<file path="config.mk">
export PLATFORM = sky130hd
export DESIGN_NAME = pid_position_delta_controller_flat
export DESIGN_NICKNAME = d
export VERILOG_FILES = /design/src/rtl/pdc_pkg.sv /design/src/rtl/pdc_if.sv /design/src/rtl/pdc_cfg_regs.sv /design/src/rtl/pdc_datapath.sv /design/src/rtl/pid_position_delta_controller.sv /design/src/flat_wrapper.sv
export SDC_FILE = /design/constraint.sdc
export NUM_CORES = 2
export LEC_CHECK = 0
export BUFFER_PORTS_ARGS = -buffer_cell sky130_fd_sc_hd__buf_2
export CAP_MARGIN = 25
export CELL_PAD_IN_SITES_DETAIL_PLACEMENT = 0
export CELL_PAD_IN_SITES_GLOBAL_PLACEMENT = 1
export CORE_ASPECT_RATIO = 1.25
export CORE_MARGIN = 3
export CORE_UTILIZATION = 52
export CTS_CLUSTER_DIAMETER = 120
export DETAILED_ROUTE_END_ITERATION = 8
export PLACE_DENSITY_LB_ADDON = 0.1
export SLEW_MARGIN = 10
export SYNTH_ARGS = -nofsm -noshare
export SYNTH_HDL_FRONTEND = slang
export SYNTH_SLANG_ARGS = --single-unit
</file>
<file path="constraint.sdc">
create_clock -name clk -period 29.6 [get_ports clk]
set_input_delay 2.96 -clock clk [delete_from_list [all_inputs] [get_ports clk]]
set_output_delay 2.96 -clock clk [all_outputs]
set_load 0.03 [all_outputs]
</file>
<file path="src/rtl/pdc_pkg.sv">
// Shared constants, codes and types of the PID position/delta controller.
// No dependencies.
package pdc_pkg;

    localparam int DATA_WIDTH_DEF     = 16;
    localparam int GAIN_FRAC_BITS_DEF = 8;
    localparam int GAIN_W             = 16;
    localparam int LIMIT_W            = 15;
    localparam int SUM_W              = 32;
    localparam int CFG_IDX_W          = 3;
    localparam int CFG_DATA_W         = 16;

    typedef enum logic [CFG_IDX_W-1:0] {
        REG_MODE     = 3'd0,
        REG_KP_GAIN  = 3'd1,
        REG_KI_GAIN  = 3'd2,
        REG_KD_GAIN  = 3'd3,
        REG_MAX_OUT  = 3'd4,
        REG_MAX_IOUT = 3'd5
    } cfg_reg_t;

    localparam logic MODE_POSITION  = 1'b0;
    localparam logic MODE_DELTA     = 1'b1;
    localparam logic KIND_STEP      = 1'b0;
    localparam logic KIND_CLEAR     = 1'b1;

    localparam logic [LIMIT_W-1:0] LIMIT_RESET = 15'h7FFF;

    typedef struct packed {
        logic                      mode;
        logic signed [GAIN_W-1:0]  kp_gain;
        logic signed [GAIN_W-1:0]  ki_gain;
        logic signed [GAIN_W-1:0]  kd_gain;
        logic [LIMIT_W-1:0]        max_out;
        logic [LIMIT_W-1:0]        max_iout;
    } pdc_cfg_t;

endpackage

</file>
<file path="src/rtl/pdc_if.sv">
// Request and response channel interfaces of the PID controller.
// Depends on pdc_pkg.
interface pdc_req_if #(
    parameter int DATA_WIDTH = pdc_pkg::DATA_WIDTH_DEF
);
    logic                         valid;
    logic                         ready;
    logic                         kind;
    logic signed [DATA_WIDTH-1:0] target;
    logic signed [DATA_WIDTH-1:0] measured;

    modport source (output valid, output kind, output target, output measured, input ready);
    modport sink   (input valid, input kind, input target, input measured, output ready);
endinterface

interface pdc_rsp_if #(
    parameter int DATA_WIDTH = pdc_pkg::DATA_WIDTH_DEF
);
    logic                         valid;
    logic                         ready;
    logic signed [DATA_WIDTH-1:0] drive;

    modport source (output valid, output drive, input ready);
    modport sink   (input valid, input drive, output ready);
endinterface

</file>
<file path="src/rtl/pdc_cfg_regs.sv">
// Configuration register file of the PID controller: mode, gains, limits.
// Depends on pdc_pkg.
module pdc_cfg_regs (
    input  logic                            clk,
    input  logic                            rst_n,
    input  logic                            cfg_we,
    input  logic [pdc_pkg::CFG_IDX_W-1:0]   cfg_index,
    input  logic [pdc_pkg::CFG_DATA_W-1:0]  cfg_data,
    output pdc_pkg::pdc_cfg_t               cfg
);
    import pdc_pkg::*;

    pdc_cfg_t cfg_reg;
    pdc_cfg_t cfg_next;

    always_comb
    begin
        cfg_next = cfg_reg;
        if (cfg_we)
        begin
            case (cfg_index)
                REG_MODE:     cfg_next.mode     = cfg_data[0];
                REG_KP_GAIN:  cfg_next.kp_gain  = $signed(cfg_data[GAIN_W-1:0]);
                REG_KI_GAIN:  cfg_next.ki_gain  = $signed(cfg_data[GAIN_W-1:0]);
                REG_KD_GAIN:  cfg_next.kd_gain  = $signed(cfg_data[GAIN_W-1:0]);
                REG_MAX_OUT:  cfg_next.max_out  = cfg_data[LIMIT_W-1:0];
                REG_MAX_IOUT: cfg_next.max_iout = cfg_data[LIMIT_W-1:0];
                default:      cfg_next = cfg_reg;
            endcase
        end
    end

    always_ff @(posedge clk or negedge rst_n)
    begin
        if (!rst_n)
        begin
            cfg_reg.mode     <= MODE_POSITION;
            cfg_reg.kp_gain  <= '0;
            cfg_reg.ki_gain  <= '0;
            cfg_reg.kd_gain  <= '0;
            cfg_reg.max_out  <= LIMIT_RESET;
            cfg_reg.max_iout <= LIMIT_RESET;
        end
        else
        begin
            cfg_reg <= cfg_next;
        end
    end

    assign cfg = cfg_reg;

endmodule

</file>
<file path="src/rtl/pdc_datapath.sv">
// PID compute stage: error history, saturating error sum, three gain
// products, limits and the held output. Depends on pdc_pkg.
module pdc_datapath #(
    parameter int DATA_WIDTH     = pdc_pkg::DATA_WIDTH_DEF,
    parameter int GAIN_FRAC_BITS = pdc_pkg::GAIN_FRAC_BITS_DEF
) (
    input  logic                         clk,
    input  logic                         rst_n,
    input  pdc_pkg::pdc_cfg_t            cfg,
    input  logic                         fire,
    input  logic                         kind,
    input  logic signed [DATA_WIDTH-1:0] target,
    input  logic signed [DATA_WIDTH-1:0] measured,
    output logic signed [DATA_WIDTH-1:0] drive
);
    import pdc_pkg::*;

    localparam int EW    = DATA_WIDTH + 1;
    localparam int D1W   = DATA_WIDTH + 2;
    localparam int D2W   = DATA_WIDTH + 3;
    localparam int PPW   = GAIN_W + D1W;
    localparam int PIW   = GAIN_W + SUM_W;
    localparam int PDW   = GAIN_W + D2W;
    localparam int ACC_W = GAIN_W + DATA_WIDTH + 6;

    localparam logic signed [ACC_W-1:0] WMAX =
        ACC_W'((64'sd1 <<< (DATA_WIDTH - 1)) - 64'sd1);
    localparam logic signed [SUM_W:0] SUM_MAX = (SUM_W+1)'((64'sd1 <<< (SUM_W - 1)) - 64'sd1);
    localparam logic signed [SUM_W:0] SUM_MIN = -(SUM_W+1)'(64'sd1 <<< (SUM_W - 1));

    logic signed [EW-1:0]    err_last_reg, err_before_reg;
    logic signed [SUM_W-1:0] err_sum_reg;
    logic signed [DATA_WIDTH-1:0] out_hold_reg;

    logic signed [EW-1:0]    err;
    logic signed [D1W-1:0]   diff1;
    logic signed [D2W-1:0]   diff2;
    logic signed [SUM_W:0]   sum_wide;
    logic signed [SUM_W-1:0] sum_sat;
    logic                    pos_mode;

    logic signed [D1W-1:0]   op_p;
    logic signed [SUM_W-1:0] op_i;
    logic signed [D2W-1:0]   op_d;
    logic signed [PPW-1:0]   prod_p, sh_p;
    logic signed [PIW-1:0]   prod_i, sh_i, lim_i, term_i;
    logic signed [PDW-1:0]   prod_d, sh_d;

    logic signed [ACC_W-1:0] base, acc, lim_ext, lim, res;

    assign pos_mode = (cfg.mode == MODE_POSITION);

    assign err   = EW'(target) - EW'(measured);
    assign diff1 = D1W'(err) - D1W'(err_last_reg);
    assign diff2 = D2W'(err) - (D2W'(err_last_reg) <<< 1) + D2W'(err_before_reg);

    // error sum, saturated to the signed 32-bit range
    assign sum_wide = (SUM_W+1)'(err_sum_reg) + (SUM_W+1)'(err);
    always_comb
    begin
        if (sum_wide > SUM_MAX)
            sum_sat = SUM_W'(SUM_MAX);
        else if (sum_wide < SUM_MIN)
            sum_sat = SUM_W'(SUM_MIN);
        else
            sum_sat = SUM_W'(sum_wide);
    end

    assign op_p = pos_mode ? D1W'(err)   : diff1;
    assign op_i = pos_mode ? sum_sat     : SUM_W'(err);
    assign op_d = pos_mode ? D2W'(diff1) : diff2;

    assign prod_p = PPW'(cfg.kp_gain) * PPW'(op_p);
    assign prod_i = PIW'(cfg.ki_gain) * PIW'(op_i);
    assign prod_d = PDW'(cfg.kd_gain) * PDW'(op_d);

    assign sh_p = prod_p >>> GAIN_FRAC_BITS;
    assign sh_i = prod_i >>> GAIN_FRAC_BITS;
    assign sh_d = prod_d >>> GAIN_FRAC_BITS;

    // integral clamp applies in positional mode only
    assign lim_i = PIW'($signed({1'b0, cfg.max_iout}));
    always_comb
    begin
        if (pos_mode && (sh_i > lim_i))
            term_i = lim_i;
        else if (pos_mode && (sh_i < -lim_i))
            term_i = -lim_i;
        else
            term_i = sh_i;
    end

    assign base = pos_mode ? '0 : ACC_W'(out_hold_reg);
    assign acc  = base + ACC_W'(sh_p) + ACC_W'(term_i) + ACC_W'(sh_d);

    assign lim_ext = ACC_W'($signed({1'b0, cfg.max_out}));
    assign lim     = (lim_ext > WMAX) ? WMAX : lim_ext;

    always_comb
    begin
        if (acc > lim)
            res = lim;
        else if (acc < -lim)
            res = -lim;
        else
            res = acc;
    end

    assign drive = (kind == KIND_CLEAR) ? '0 : DATA_WIDTH'(res);

    always_ff @(posedge clk or negedge rst_n)
    begin
        if (!rst_n)
        begin
            err_last_reg   <= '0;
            err_before_reg <= '0;
            err_sum_reg    <= '0;
            out_hold_reg   <= '0;
        end
        else if (fire)
        begin
            if (kind == KIND_CLEAR)
            begin
                err_last_reg   <= '0;
                err_before_reg <= '0;
                err_sum_reg    <= '0;
                out_hold_reg   <= '0;
            end
            else
            begin
                err_before_reg <= err_last_reg;
                err_last_reg   <= err;
                if (pos_mode)
                    err_sum_reg <= sum_sat;
                out_hold_reg   <= drive;
            end
        end
    end

endmodule

</file>
<file path="src/rtl/pid_position_delta_controller.sv">
// PID position/delta controller top level: request register, compute stage,
// response register. Depends on pdc_pkg, pdc_if, pdc_cfg_regs, pdc_datapath.
//
// Usage:
//   req carries kind (step or clear), target and measured; rsp carries drive.
//   Both are valid/ready channels; a request is taken when valid and ready
//   are high at a rising clock edge.
//   Configuration is a write-only port (cfg_we, cfg_index, cfg_data),
//   written while no request is in flight.
//   A request passes through the request register, then the combinational
//   compute into the response register, whose valid bit drives rsp.valid.
//   Throughput: one request per cycle while rsp.ready stays high; the error
//   history, error sum and held output feed back as each request fires.
//   A stalled response holds its drive; one more request waits in the
//   request register, after which req.ready drops until rsp.ready returns.
//   Reset clears both stages, the controller state and the registers
//   (gains 0, positional mode, limits 32767).
module pid_position_delta_controller #(
    parameter int DATA_WIDTH     = pdc_pkg::DATA_WIDTH_DEF,
    parameter int GAIN_FRAC_BITS = pdc_pkg::GAIN_FRAC_BITS_DEF
) (
    input  logic                            clk,
    input  logic                            rst_n,
    pdc_req_if.sink                         req,
    pdc_rsp_if.source                       rsp,
    input  logic                            cfg_we,
    input  logic [pdc_pkg::CFG_IDX_W-1:0]   cfg_index,
    input  logic [pdc_pkg::CFG_DATA_W-1:0]  cfg_data
);
    import pdc_pkg::*;

    pdc_cfg_t cfg;

    logic                         a_valid_reg, a_valid_next;
    logic                         a_kind_reg;
    logic signed [DATA_WIDTH-1:0] a_target_reg, a_measured_reg;
    logic                         b_valid_reg, b_valid_next;
    logic signed [DATA_WIDTH-1:0] b_drive_reg;
    logic signed [DATA_WIDTH-1:0] drive_calc;
    logic                         fire, take;

    assign fire      = a_valid_reg && (!b_valid_reg || rsp.ready);
    assign req.ready = !a_valid_reg || fire;
    assign take      = req.valid && req.ready;

    always_comb
    begin
        a_valid_next = a_valid_reg;
        if (take)
            a_valid_next = 1'b1;
        else if (fire)
            a_valid_next = 1'b0;

        b_valid_next = b_valid_reg;
        if (fire)
            b_valid_next = 1'b1;
        else if (rsp.ready)
            b_valid_next = 1'b0;
    end

    always_ff @(posedge clk or negedge rst_n)
    begin
        if (!rst_n)
        begin
            a_valid_reg <= 1'b0;
            b_valid_reg <= 1'b0;
        end
        else
        begin
            a_valid_reg <= a_valid_next;
            b_valid_reg <= b_valid_next;
        end
    end

    always_ff @(posedge clk)
    begin
        if (take)
        begin
            a_kind_reg     <= req.kind;
            a_target_reg   <= req.target;
            a_measured_reg <= req.measured;
        end
        if (fire)
            b_drive_reg <= drive_calc;
    end

    pdc_cfg_regs u_cfg (
        .clk       (clk),
        .rst_n     (rst_n),
        .cfg_we    (cfg_we),
        .cfg_index (cfg_index),
        .cfg_data  (cfg_data),
        .cfg       (cfg)
    );

    pdc_datapath #(
        .DATA_WIDTH     (DATA_WIDTH),
        .GAIN_FRAC_BITS (GAIN_FRAC_BITS)
    ) u_dp (
        .clk      (clk),
        .rst_n    (rst_n),
        .cfg      (cfg),
        .fire     (fire),
        .kind     (a_kind_reg),
        .target   (a_target_reg),
        .measured (a_measured_reg),
        .drive    (drive_calc)
    );

    assign rsp.valid = b_valid_reg;
    assign rsp.drive = b_drive_reg;

endmodule

</file>
<file path="src/flat_wrapper.sv">
// flat-port wrapper written by rule: the top's interface ports become plain ports
module pid_position_delta_controller_flat import pdc_pkg::*;
#(
    parameter int DATA_WIDTH     = pdc_pkg::DATA_WIDTH_DEF,
    parameter int GAIN_FRAC_BITS = pdc_pkg::GAIN_FRAC_BITS_DEF
)
  (clk, rst_n, cfg_we, cfg_index, cfg_data, req_valid, req_kind, req_target, req_measured, req_ready, rsp_valid, rsp_drive, rsp_ready);
  pdc_req_if #(.DATA_WIDTH(DATA_WIDTH)) req_i ();
  pdc_rsp_if #(.DATA_WIDTH(DATA_WIDTH)) rsp_i ();
  input  logic clk;
  input  logic rst_n;
  input  logic cfg_we;
  input  logic [pdc_pkg::CFG_IDX_W-1:0] cfg_index;
  input  logic [pdc_pkg::CFG_DATA_W-1:0] cfg_data;
  input wire logic [$bits(req_i.valid)-1:0] req_valid;
  input wire logic [$bits(req_i.kind)-1:0] req_kind;
  input wire logic [$bits(req_i.target)-1:0] req_target;
  input wire logic [$bits(req_i.measured)-1:0] req_measured;
  output wire logic [$bits(req_i.ready)-1:0] req_ready;
  output wire logic [$bits(rsp_i.valid)-1:0] rsp_valid;
  output wire logic [$bits(rsp_i.drive)-1:0] rsp_drive;
  input wire logic [$bits(rsp_i.ready)-1:0] rsp_ready;
  assign req_i.valid = req_valid;
  assign req_i.kind = req_kind;
  assign req_i.target = req_target;
  assign req_i.measured = req_measured;
  assign req_ready = req_i.ready;
  assign rsp_valid = rsp_i.valid;
  assign rsp_drive = rsp_i.drive;
  assign rsp_i.ready = rsp_ready;
  pid_position_delta_controller #(.DATA_WIDTH(DATA_WIDTH), .GAIN_FRAC_BITS(GAIN_FRAC_BITS)) u_core (.clk(clk), .rst_n(rst_n), .req(req_i), .rsp(rsp_i), .cfg_we(cfg_we), .cfg_index(cfg_index), .cfg_data(cfg_data));
endmodule
</file>
Word-level counts from Yosys, hierarchy flattened
Cells that the tools add are included.
- bits in registers: 212
- word-level logic and storage cells: 82
- output and inout bits: 18
- eq/ne operators: 6
- reductions and logical operators: 18
- bitwise gates (word level): 1
- add/subtract/negate cells: 10
- mux-type cells: 21
- $mul: 3
- $lt $le $gt $ge: 7
- operators with widths (cell ; count):
    $mux W32 ; 5
    $mux W38 ; 3
    $mux W16 ; 4
    $lt A40 B48 Y1 ; 1
    $mul A16 B32 Y48 ; 1
    $neg A15 Y48 ; 1
    $gt A40 B16 Y1 ; 1
    $add A38 B26 Y38 ; 1
    $add A38 B27 Y38 ; 1
    $add A38 B38 Y38 ; 1
    $gt A38 B16 Y1 ; 1
    $lt A38 B38 Y1 ; 1
    $neg A15 Y38 ; 1
    $mul A16 B19 Y35 ; 1
    $mul A16 B18 Y34 ; 1
    $mux W17 ; 2
    $add A32 B17 Y33 ; 1
    $gt A33 B32 Y1 const B ; 1
    $lt A33 B32 Y1 const B ; 1
    $add A19 B17 Y19 ; 1
    $mux W19 ; 1
    $sub A17 B18 Y19 ; 1
    $mux W18 ; 1
    $sub A17 B17 Y18 ; 1
    15 further kinds ; 32

Longest topological paths before layout
- depth in word-level cells: 18
- depth in mapped cells: 111
- depth with buffers taken out: 105

Hierarchy
From an unflattened synthesis, not the netlist that was laid out.
- cell total of the unflattened synthesis: 6754
- area, all modules: 60294.1 sq um
- by module, submodules not included (module ; cells an instance ; seq. area each (sq um) ; times used ; area each (sq um)):
    pdc_datapath ; 6525 ; 2052.0 ; 1 ; 55524.5
    pdc_cfg_regs ; 172 ; 2014.4 ; 1 ; 3194.3
    pid_position_delta_controller ; 57 ; 1521.5 ; 1 ; 1575.3

Worst setup path after synthesis
No wires, ideal clock.
- path kind: reg-to-reg
- start point: register u_core.a_target_reg[0]
- end point: register u_core.b_drive_reg[10], in the netlist u_core.rsp.drive[10], data pin
- required time: 29.330 ns
- data arrival time: 21.836 ns
- cell stages (with the launch flop): 106
- setup slack: 7.494 ns
- path through: edfxtp_1 -> inv_1 -> ha_1 -> inv_1 -> fa_1 -> a21o_1 -> a21oi_1 -> o21ai_0 -> a21oi_1 -> o21ai_0 -> a21oi_1 -> o21ai_0 -> a21oi_1 -> o21ai_0 -> a21oi_1 -> o21ai_0 -> a21oi_1 -> o2111ai_1 -> [70 not listed] -> o311ai_1 -> a31oi_1 -> o211ai_1 -> a31o_2 -> a21oi_1 -> xnor3_1 -> and3_1 -> a311oi_1 -> o211ai_2 -> xnor2_1 -> ha_1 -> nand2b_1 -> o221ai_1 -> o22ai_1 -> clkbuf_1 -> mux2i_1 -> or2_1 -> a21oi_1
- word-level cells in the longest chain between the ends: 17
- elaborated cells between the ends (all ways): 29
- classes of those cells: add/sub (8); mul (3); order compare (6); mux (10); reduce/logical (2)
- RTL lines (what ; RTL line ; source):
    start: declaration ; pid_position_delta_controller.sv:36 ; logic signed [DATA_WIDTH-1:0] a_target_reg, a_measured_reg;
    start signal: assignment ; pid_position_delta_controller.sv:80 ; a_target_reg <= req.target;
    $sub A16 B16 Y17 * ; pdc_datapath.sv:53 ; assign err = EW'(target) - EW'(measured);
    $add A32 B17 Y33 ; pdc_datapath.sv:58 ; assign sum_wide = (SUM_W+1)'(err_sum_reg) + (SUM_W+1)'(err);
    $lt A33 B32 Y1 ; pdc_datapath.sv:63 ; else if (sum_wide < SUM_MIN)
    $mux W32 ; pdc_datapath.sv:63 ;
    $mux W32 ; pdc_datapath.sv:61 ; if (sum_wide > SUM_MAX)
    $mux W32 ; pdc_datapath.sv:70 ; assign op_i = pos_mode ? sum_sat : SUM_W'(err);
    $mul A16 B32 Y48 ; pdc_datapath.sv:74 ; assign prod_i = PIW'(cfg.ki_gain) * PIW'(op_i);
    $lt A40 B48 Y1 ; pdc_datapath.sv:87 ; else if (pos_mode && (sh_i < -lim_i))
    [2 not listed] ; n/a ;
    $mux W38 ; pdc_datapath.sv:85 ; if (pos_mode && (sh_i > lim_i))
    $add A38 B38 Y38 ; pdc_datapath.sv:94 ; assign acc = base + ACC_W'(sh_p) + ACC_W'(term_i) + ACC_W'(sh_d);
    $add A38 B27 Y38 * ; pdc_datapath.sv:94 ;
    $lt A38 B38 Y1 ; pdc_datapath.sv:103 ; else if (acc < -lim)
    $mux W16 ; pdc_datapath.sv:103 ;
    $mux W16 * ; pdc_datapath.sv:101 ; if (acc > lim)
    $mux W16 * ; pdc_datapath.sv:109 ; assign drive = (kind == KIND_CLEAR) ? '0 : DATA_WIDTH'(res);
    via u_core.drive_calc[10] ; pid_position_delta_controller.sv:39 ; logic signed [DATA_WIDTH-1:0] drive_calc;
    end signal: assignment ; pid_position_delta_controller.sv:84 ; b_drive_reg <= drive_calc;
    end: declaration ; pid_position_delta_controller.sv:38 ; logic signed [DATA_WIDTH-1:0] b_drive_reg;
The timed path passes the listed nets; every way through them passes the cells marked *.
A chain may end at the register's enable or synchronous reset.

Final worst setup path
- start point: register u_core.a_target_reg[1]
- end point: register u_core.u_dp.out_hold_reg[15]
- word-level cells in the longest chain between the ends: 18
- elaborated cells between the ends (all ways): 30
- classes of those cells: add/sub (8); mul (3); order compare (6); mux (11); reduce/logical (2)
- RTL lines (what ; RTL line ; source):
    $sub A16 B16 Y17 * ; pdc_datapath.sv:53 ;
    $add A32 B17 Y33 ; pdc_datapath.sv:58 ;
    $lt A33 B32 Y1 ; pdc_datapath.sv:63 ;
    $mux W32 ; pdc_datapath.sv:63 ;
    $mux W32 ; pdc_datapath.sv:61 ;
    $mux W32 ; pdc_datapath.sv:70 ;
    $mul A16 B32 Y48 ; pdc_datapath.sv:74 ;
    $lt A40 B48 Y1 ; pdc_datapath.sv:87 ;
    [3 not listed] ; n/a ;
    $add A38 B38 Y38 ; pdc_datapath.sv:94 ;
    $add A38 B27 Y38 * ; pdc_datapath.sv:94 ;
    $lt A38 B38 Y1 ; pdc_datapath.sv:103 ;
    $mux W16 ; pdc_datapath.sv:103 ;
    $mux W16 * ; pdc_datapath.sv:101 ;
    $mux W16 * ; pdc_datapath.sv:109 ;
    via u_core.drive_calc[15] ; pid_position_delta_controller.sv:39 ;
    $mux W16 * ; pdc_datapath.sv:122 ; if (kind == KIND_CLEAR)
    end signal: assignment ; pdc_datapath.sv:135 ; out_hold_reg <= drive;
    end: declaration ; pdc_datapath.sv:33 ; logic signed [DATA_WIDTH-1:0] out_hold_reg;
Marks and branches as above.

==> flow_metrics.py <==
metrics = {
    "run_status": {
        "status": "finished, final reports clean",
    },
    "clock_tree": {
        "cts.sinks": 212,
        "cts_root_buf": "clkbuf_16",
        "clock_path_buffers": 3,
        "clk_latency_ps": 580,
        "clkTransAtPathRegs_ps": 70,
        "cts_resized": 0,
        "cts_hold_buf": 0,
        "cts_buffers": 27,
        "htreeDepth": 1,
        "postCtsSetupBuffers": 0,
        "cts_tree": "built",
    },
    "sta": {
        "final_max_slew_viol_count": 0,
        "fin_setup_tns_ps": 0,
        "period_share": 0.862,
        "setup_viol": 0,
        "rsz0062_at_grt": "false",
        "fin_crit_ps": 25510,
        "slew_headroom": 0.253,
        "hold_viol": 0,
        "tightest_slew_ps": 1110,
        "skew_ps": 12.5,
        "fmax_mhz": 39.2,
    },
    "cells_and_area": {
        "multi_input_area_mm2": 0.0483,
        "drive_gt1_frac": 0.0652,
        "fillCellCount": 10800,
        "layout.nets": 8486,
        "area_growth_pct": 5.09,
        "largest_register_ffs": 79,
        "final-seq-area_mm2": 0.00560,
    },
    "global_route": {
        "antenna_found_initial": 3,
        "overflow": 0,
        "first_global_vias": 49800,
        "grt_max_degree": 68,
        "track_usage": 0.315,
        "grt_pass1_wl_mm": 290,
    },
    "critical_path": {
        "critPathLaunch": "u_core.a_target_reg[1]",
        "slowest_delay_ps": 800,
        "cpMostUsedCell": "o21ai_0",
        "r2r_start": "u_core.a_target_reg[1]",
        "worstPathMaxFanout": 35,
        "required_ps": 30120,
        "worst_setup_path_end_kind": "flip-flop",
        "critPathKind": "flip-flop to flip-flop",
        "worstSetupStartpointType": "flip-flop",
        "critPathSlowestCell": "nor3b_1",
        "critPathArrivalTime_ps": 26030,
    },
    "synthesis": {
        "syn_avg_cell_area_um2": 8.82,
        "syn_inst": 6828,
        "synth_ff_type": "dfrtp_1",
        "synthArstFlopShare": 0.769,
        "synth_edf_count": 49,
        "ys.warnings.count": 0,
        "yosys.cell_types.count": 100,
        "synth_area_mm2": 0.0603,
        "synth_seq_cells": 212,
        "synth.yosys.seq_area_share": 0.0927,
        "synth_nets": 8570,
    },
    "job": {
        "max-cap-violations": 0,
    },
    "drt": {
        "wirelength_mm": 184,
        "dr.pass1.iters": 6,
        "first_iter_violations": 2689,
        "vias": 46800,
        "detail-route-antenna-nets": 0,
        "drc": 0,
        "routedWlPerCell_um": 22.1,
        "viasPerCell": 5.62,
    },
    "floorplanning": {
        "die_w_um": 310,
        "num_rows": 139,
        "io_pins": 75,
        "start_util": 0.524,
        "die_y_um": 387,
        "coreArea_mm2": 0.115,
        "dieArea_mm2": 0.120,
    },
    "placed_design": {
        "gp_congestion": 0.925,
        "hpwlAfterDp_mm": 149,
        "io_buffer_count": 74,
    },
    "hold_path": {
        "hold_class": "flip-flop to flip-flop",
        "hp-start": "u_core.u_dp.err_before_reg[0]",
    },
}
[stage by stage]
stage | utilization | hold WS [ps] | instance area, um^2 | setup slack (ps) | instances
after detailed placement | 0.542 | 463 | 62300 | 4520 | 8263
after CTS | 0.551 | 479 | 63300 | 4440 | 8313
after global routing | 0.551 | 501 | 63300 | 2300 | 8316
final | 0.551 | 482 | 63300 | 4090 | 8318
after global placement | 0.542 | 459 | 62300 | 4800 | 8262
after floorplan | - | 445 | 60300 | 7490 | 6828
[area by class of cell]
cell class              instances  area share
clock buffers                  33      0.0118
diodes                          2   0.0000790
well taps                    1551      0.0306
repair buffers                181      0.0188
flip-flops and latches        212      0.0884
clock inverters                17     0.00310
inverters                    1426      0.0845
multi-input cells            4896       0.763
[cell families after synthesis]
group,after synthesis,synth area share
muxes,93,0.0171
DFF,212,0.0927
and+or+nand+nor,1922,0.152
xor gates and xnor gates,207,0.0303
buffers and inverters,1720,0.108
AOI/OAI and AO/OA,983,0.103
adders and majority gates,1691,0.497
[synth_stat cells (48+ instances only)]
library cell	instances	area share
and2_1	377	0.039
clkbuf_1	271	0.017
xor2_1	57	0.0083
and3_1	48	0.0050
nor3_1	57	0.0047
xnor2_1	149	0.022
inv_1	1424	0.089
nand4_1	50	0.0052
a21o_1	98	0.012
nor2_1	233	0.015
dfrtp_1	133	0.055
fa_1	1171	0.39
nand3_1	53	0.0044
o21ai_0	284	0.024
edfxtp_1	49	0.024
mux2_2	75	0.014
a21oi_1	238	0.020
nand2_1	891	0.056
ha_1	514	0.11
[path summary, 6_finish.rpt]
kind                                            endpoint  slack (ps)  cells past startpoint
min reg2reg                u_core.u_dp.err_before_reg[0]         480                      2
max reg2reg                 u_core.u_dp.out_hold_reg[15]        4090                     95
min in group asynchronous           u_core.u_cfg.cfg[74]        2290                      1
max in group asynchronous           u_core.u_cfg.cfg[57]       25160                      3
max                         u_core.u_dp.out_hold_reg[15]        4090                     95
min                        u_core.u_dp.err_before_reg[0]         480                      2
[critical path: cells and delay by family (launching register included)]
| kind | cells | cell delay (ps) |
|---|---|---|
| AOI/OAI and AO/OA | 48 | 10400 |
| adders and majority gates | 14 | 6370 |
| and+or+nand+nor | 19 | 5710 |
| xor gates and xnor gates | 4 | 1310 |
| buffers and inverters | 9 | 980 |
| DFF | 1 | 440 |
| muxes | 1 | 220 |
[layout by cell type (no fill, tap or decap), drive strengths merged, types with 54 or more instances in the layout]
cell type	n
nor2	233
nand2	891
a21oi	238
o21ai	314
and2	378
nor3	57
buf	181
nand3	54
xor2	57
dfrtp	133
xnor2	149
a21o	98
inv	1432
mux2	76
ha	514
fa	1171
[layer usage]
metal / part of all wire / track usage
met1: 0.39 / 0.391
met2: 0.51 / 0.554
met3: 0.044 / 0.0274
met4: 0.056 / 0.147
met5: 0 / 0
Power is not shown: default switching activity piles up to over one toggle a cycle in this logic, so the estimate is an artifact.
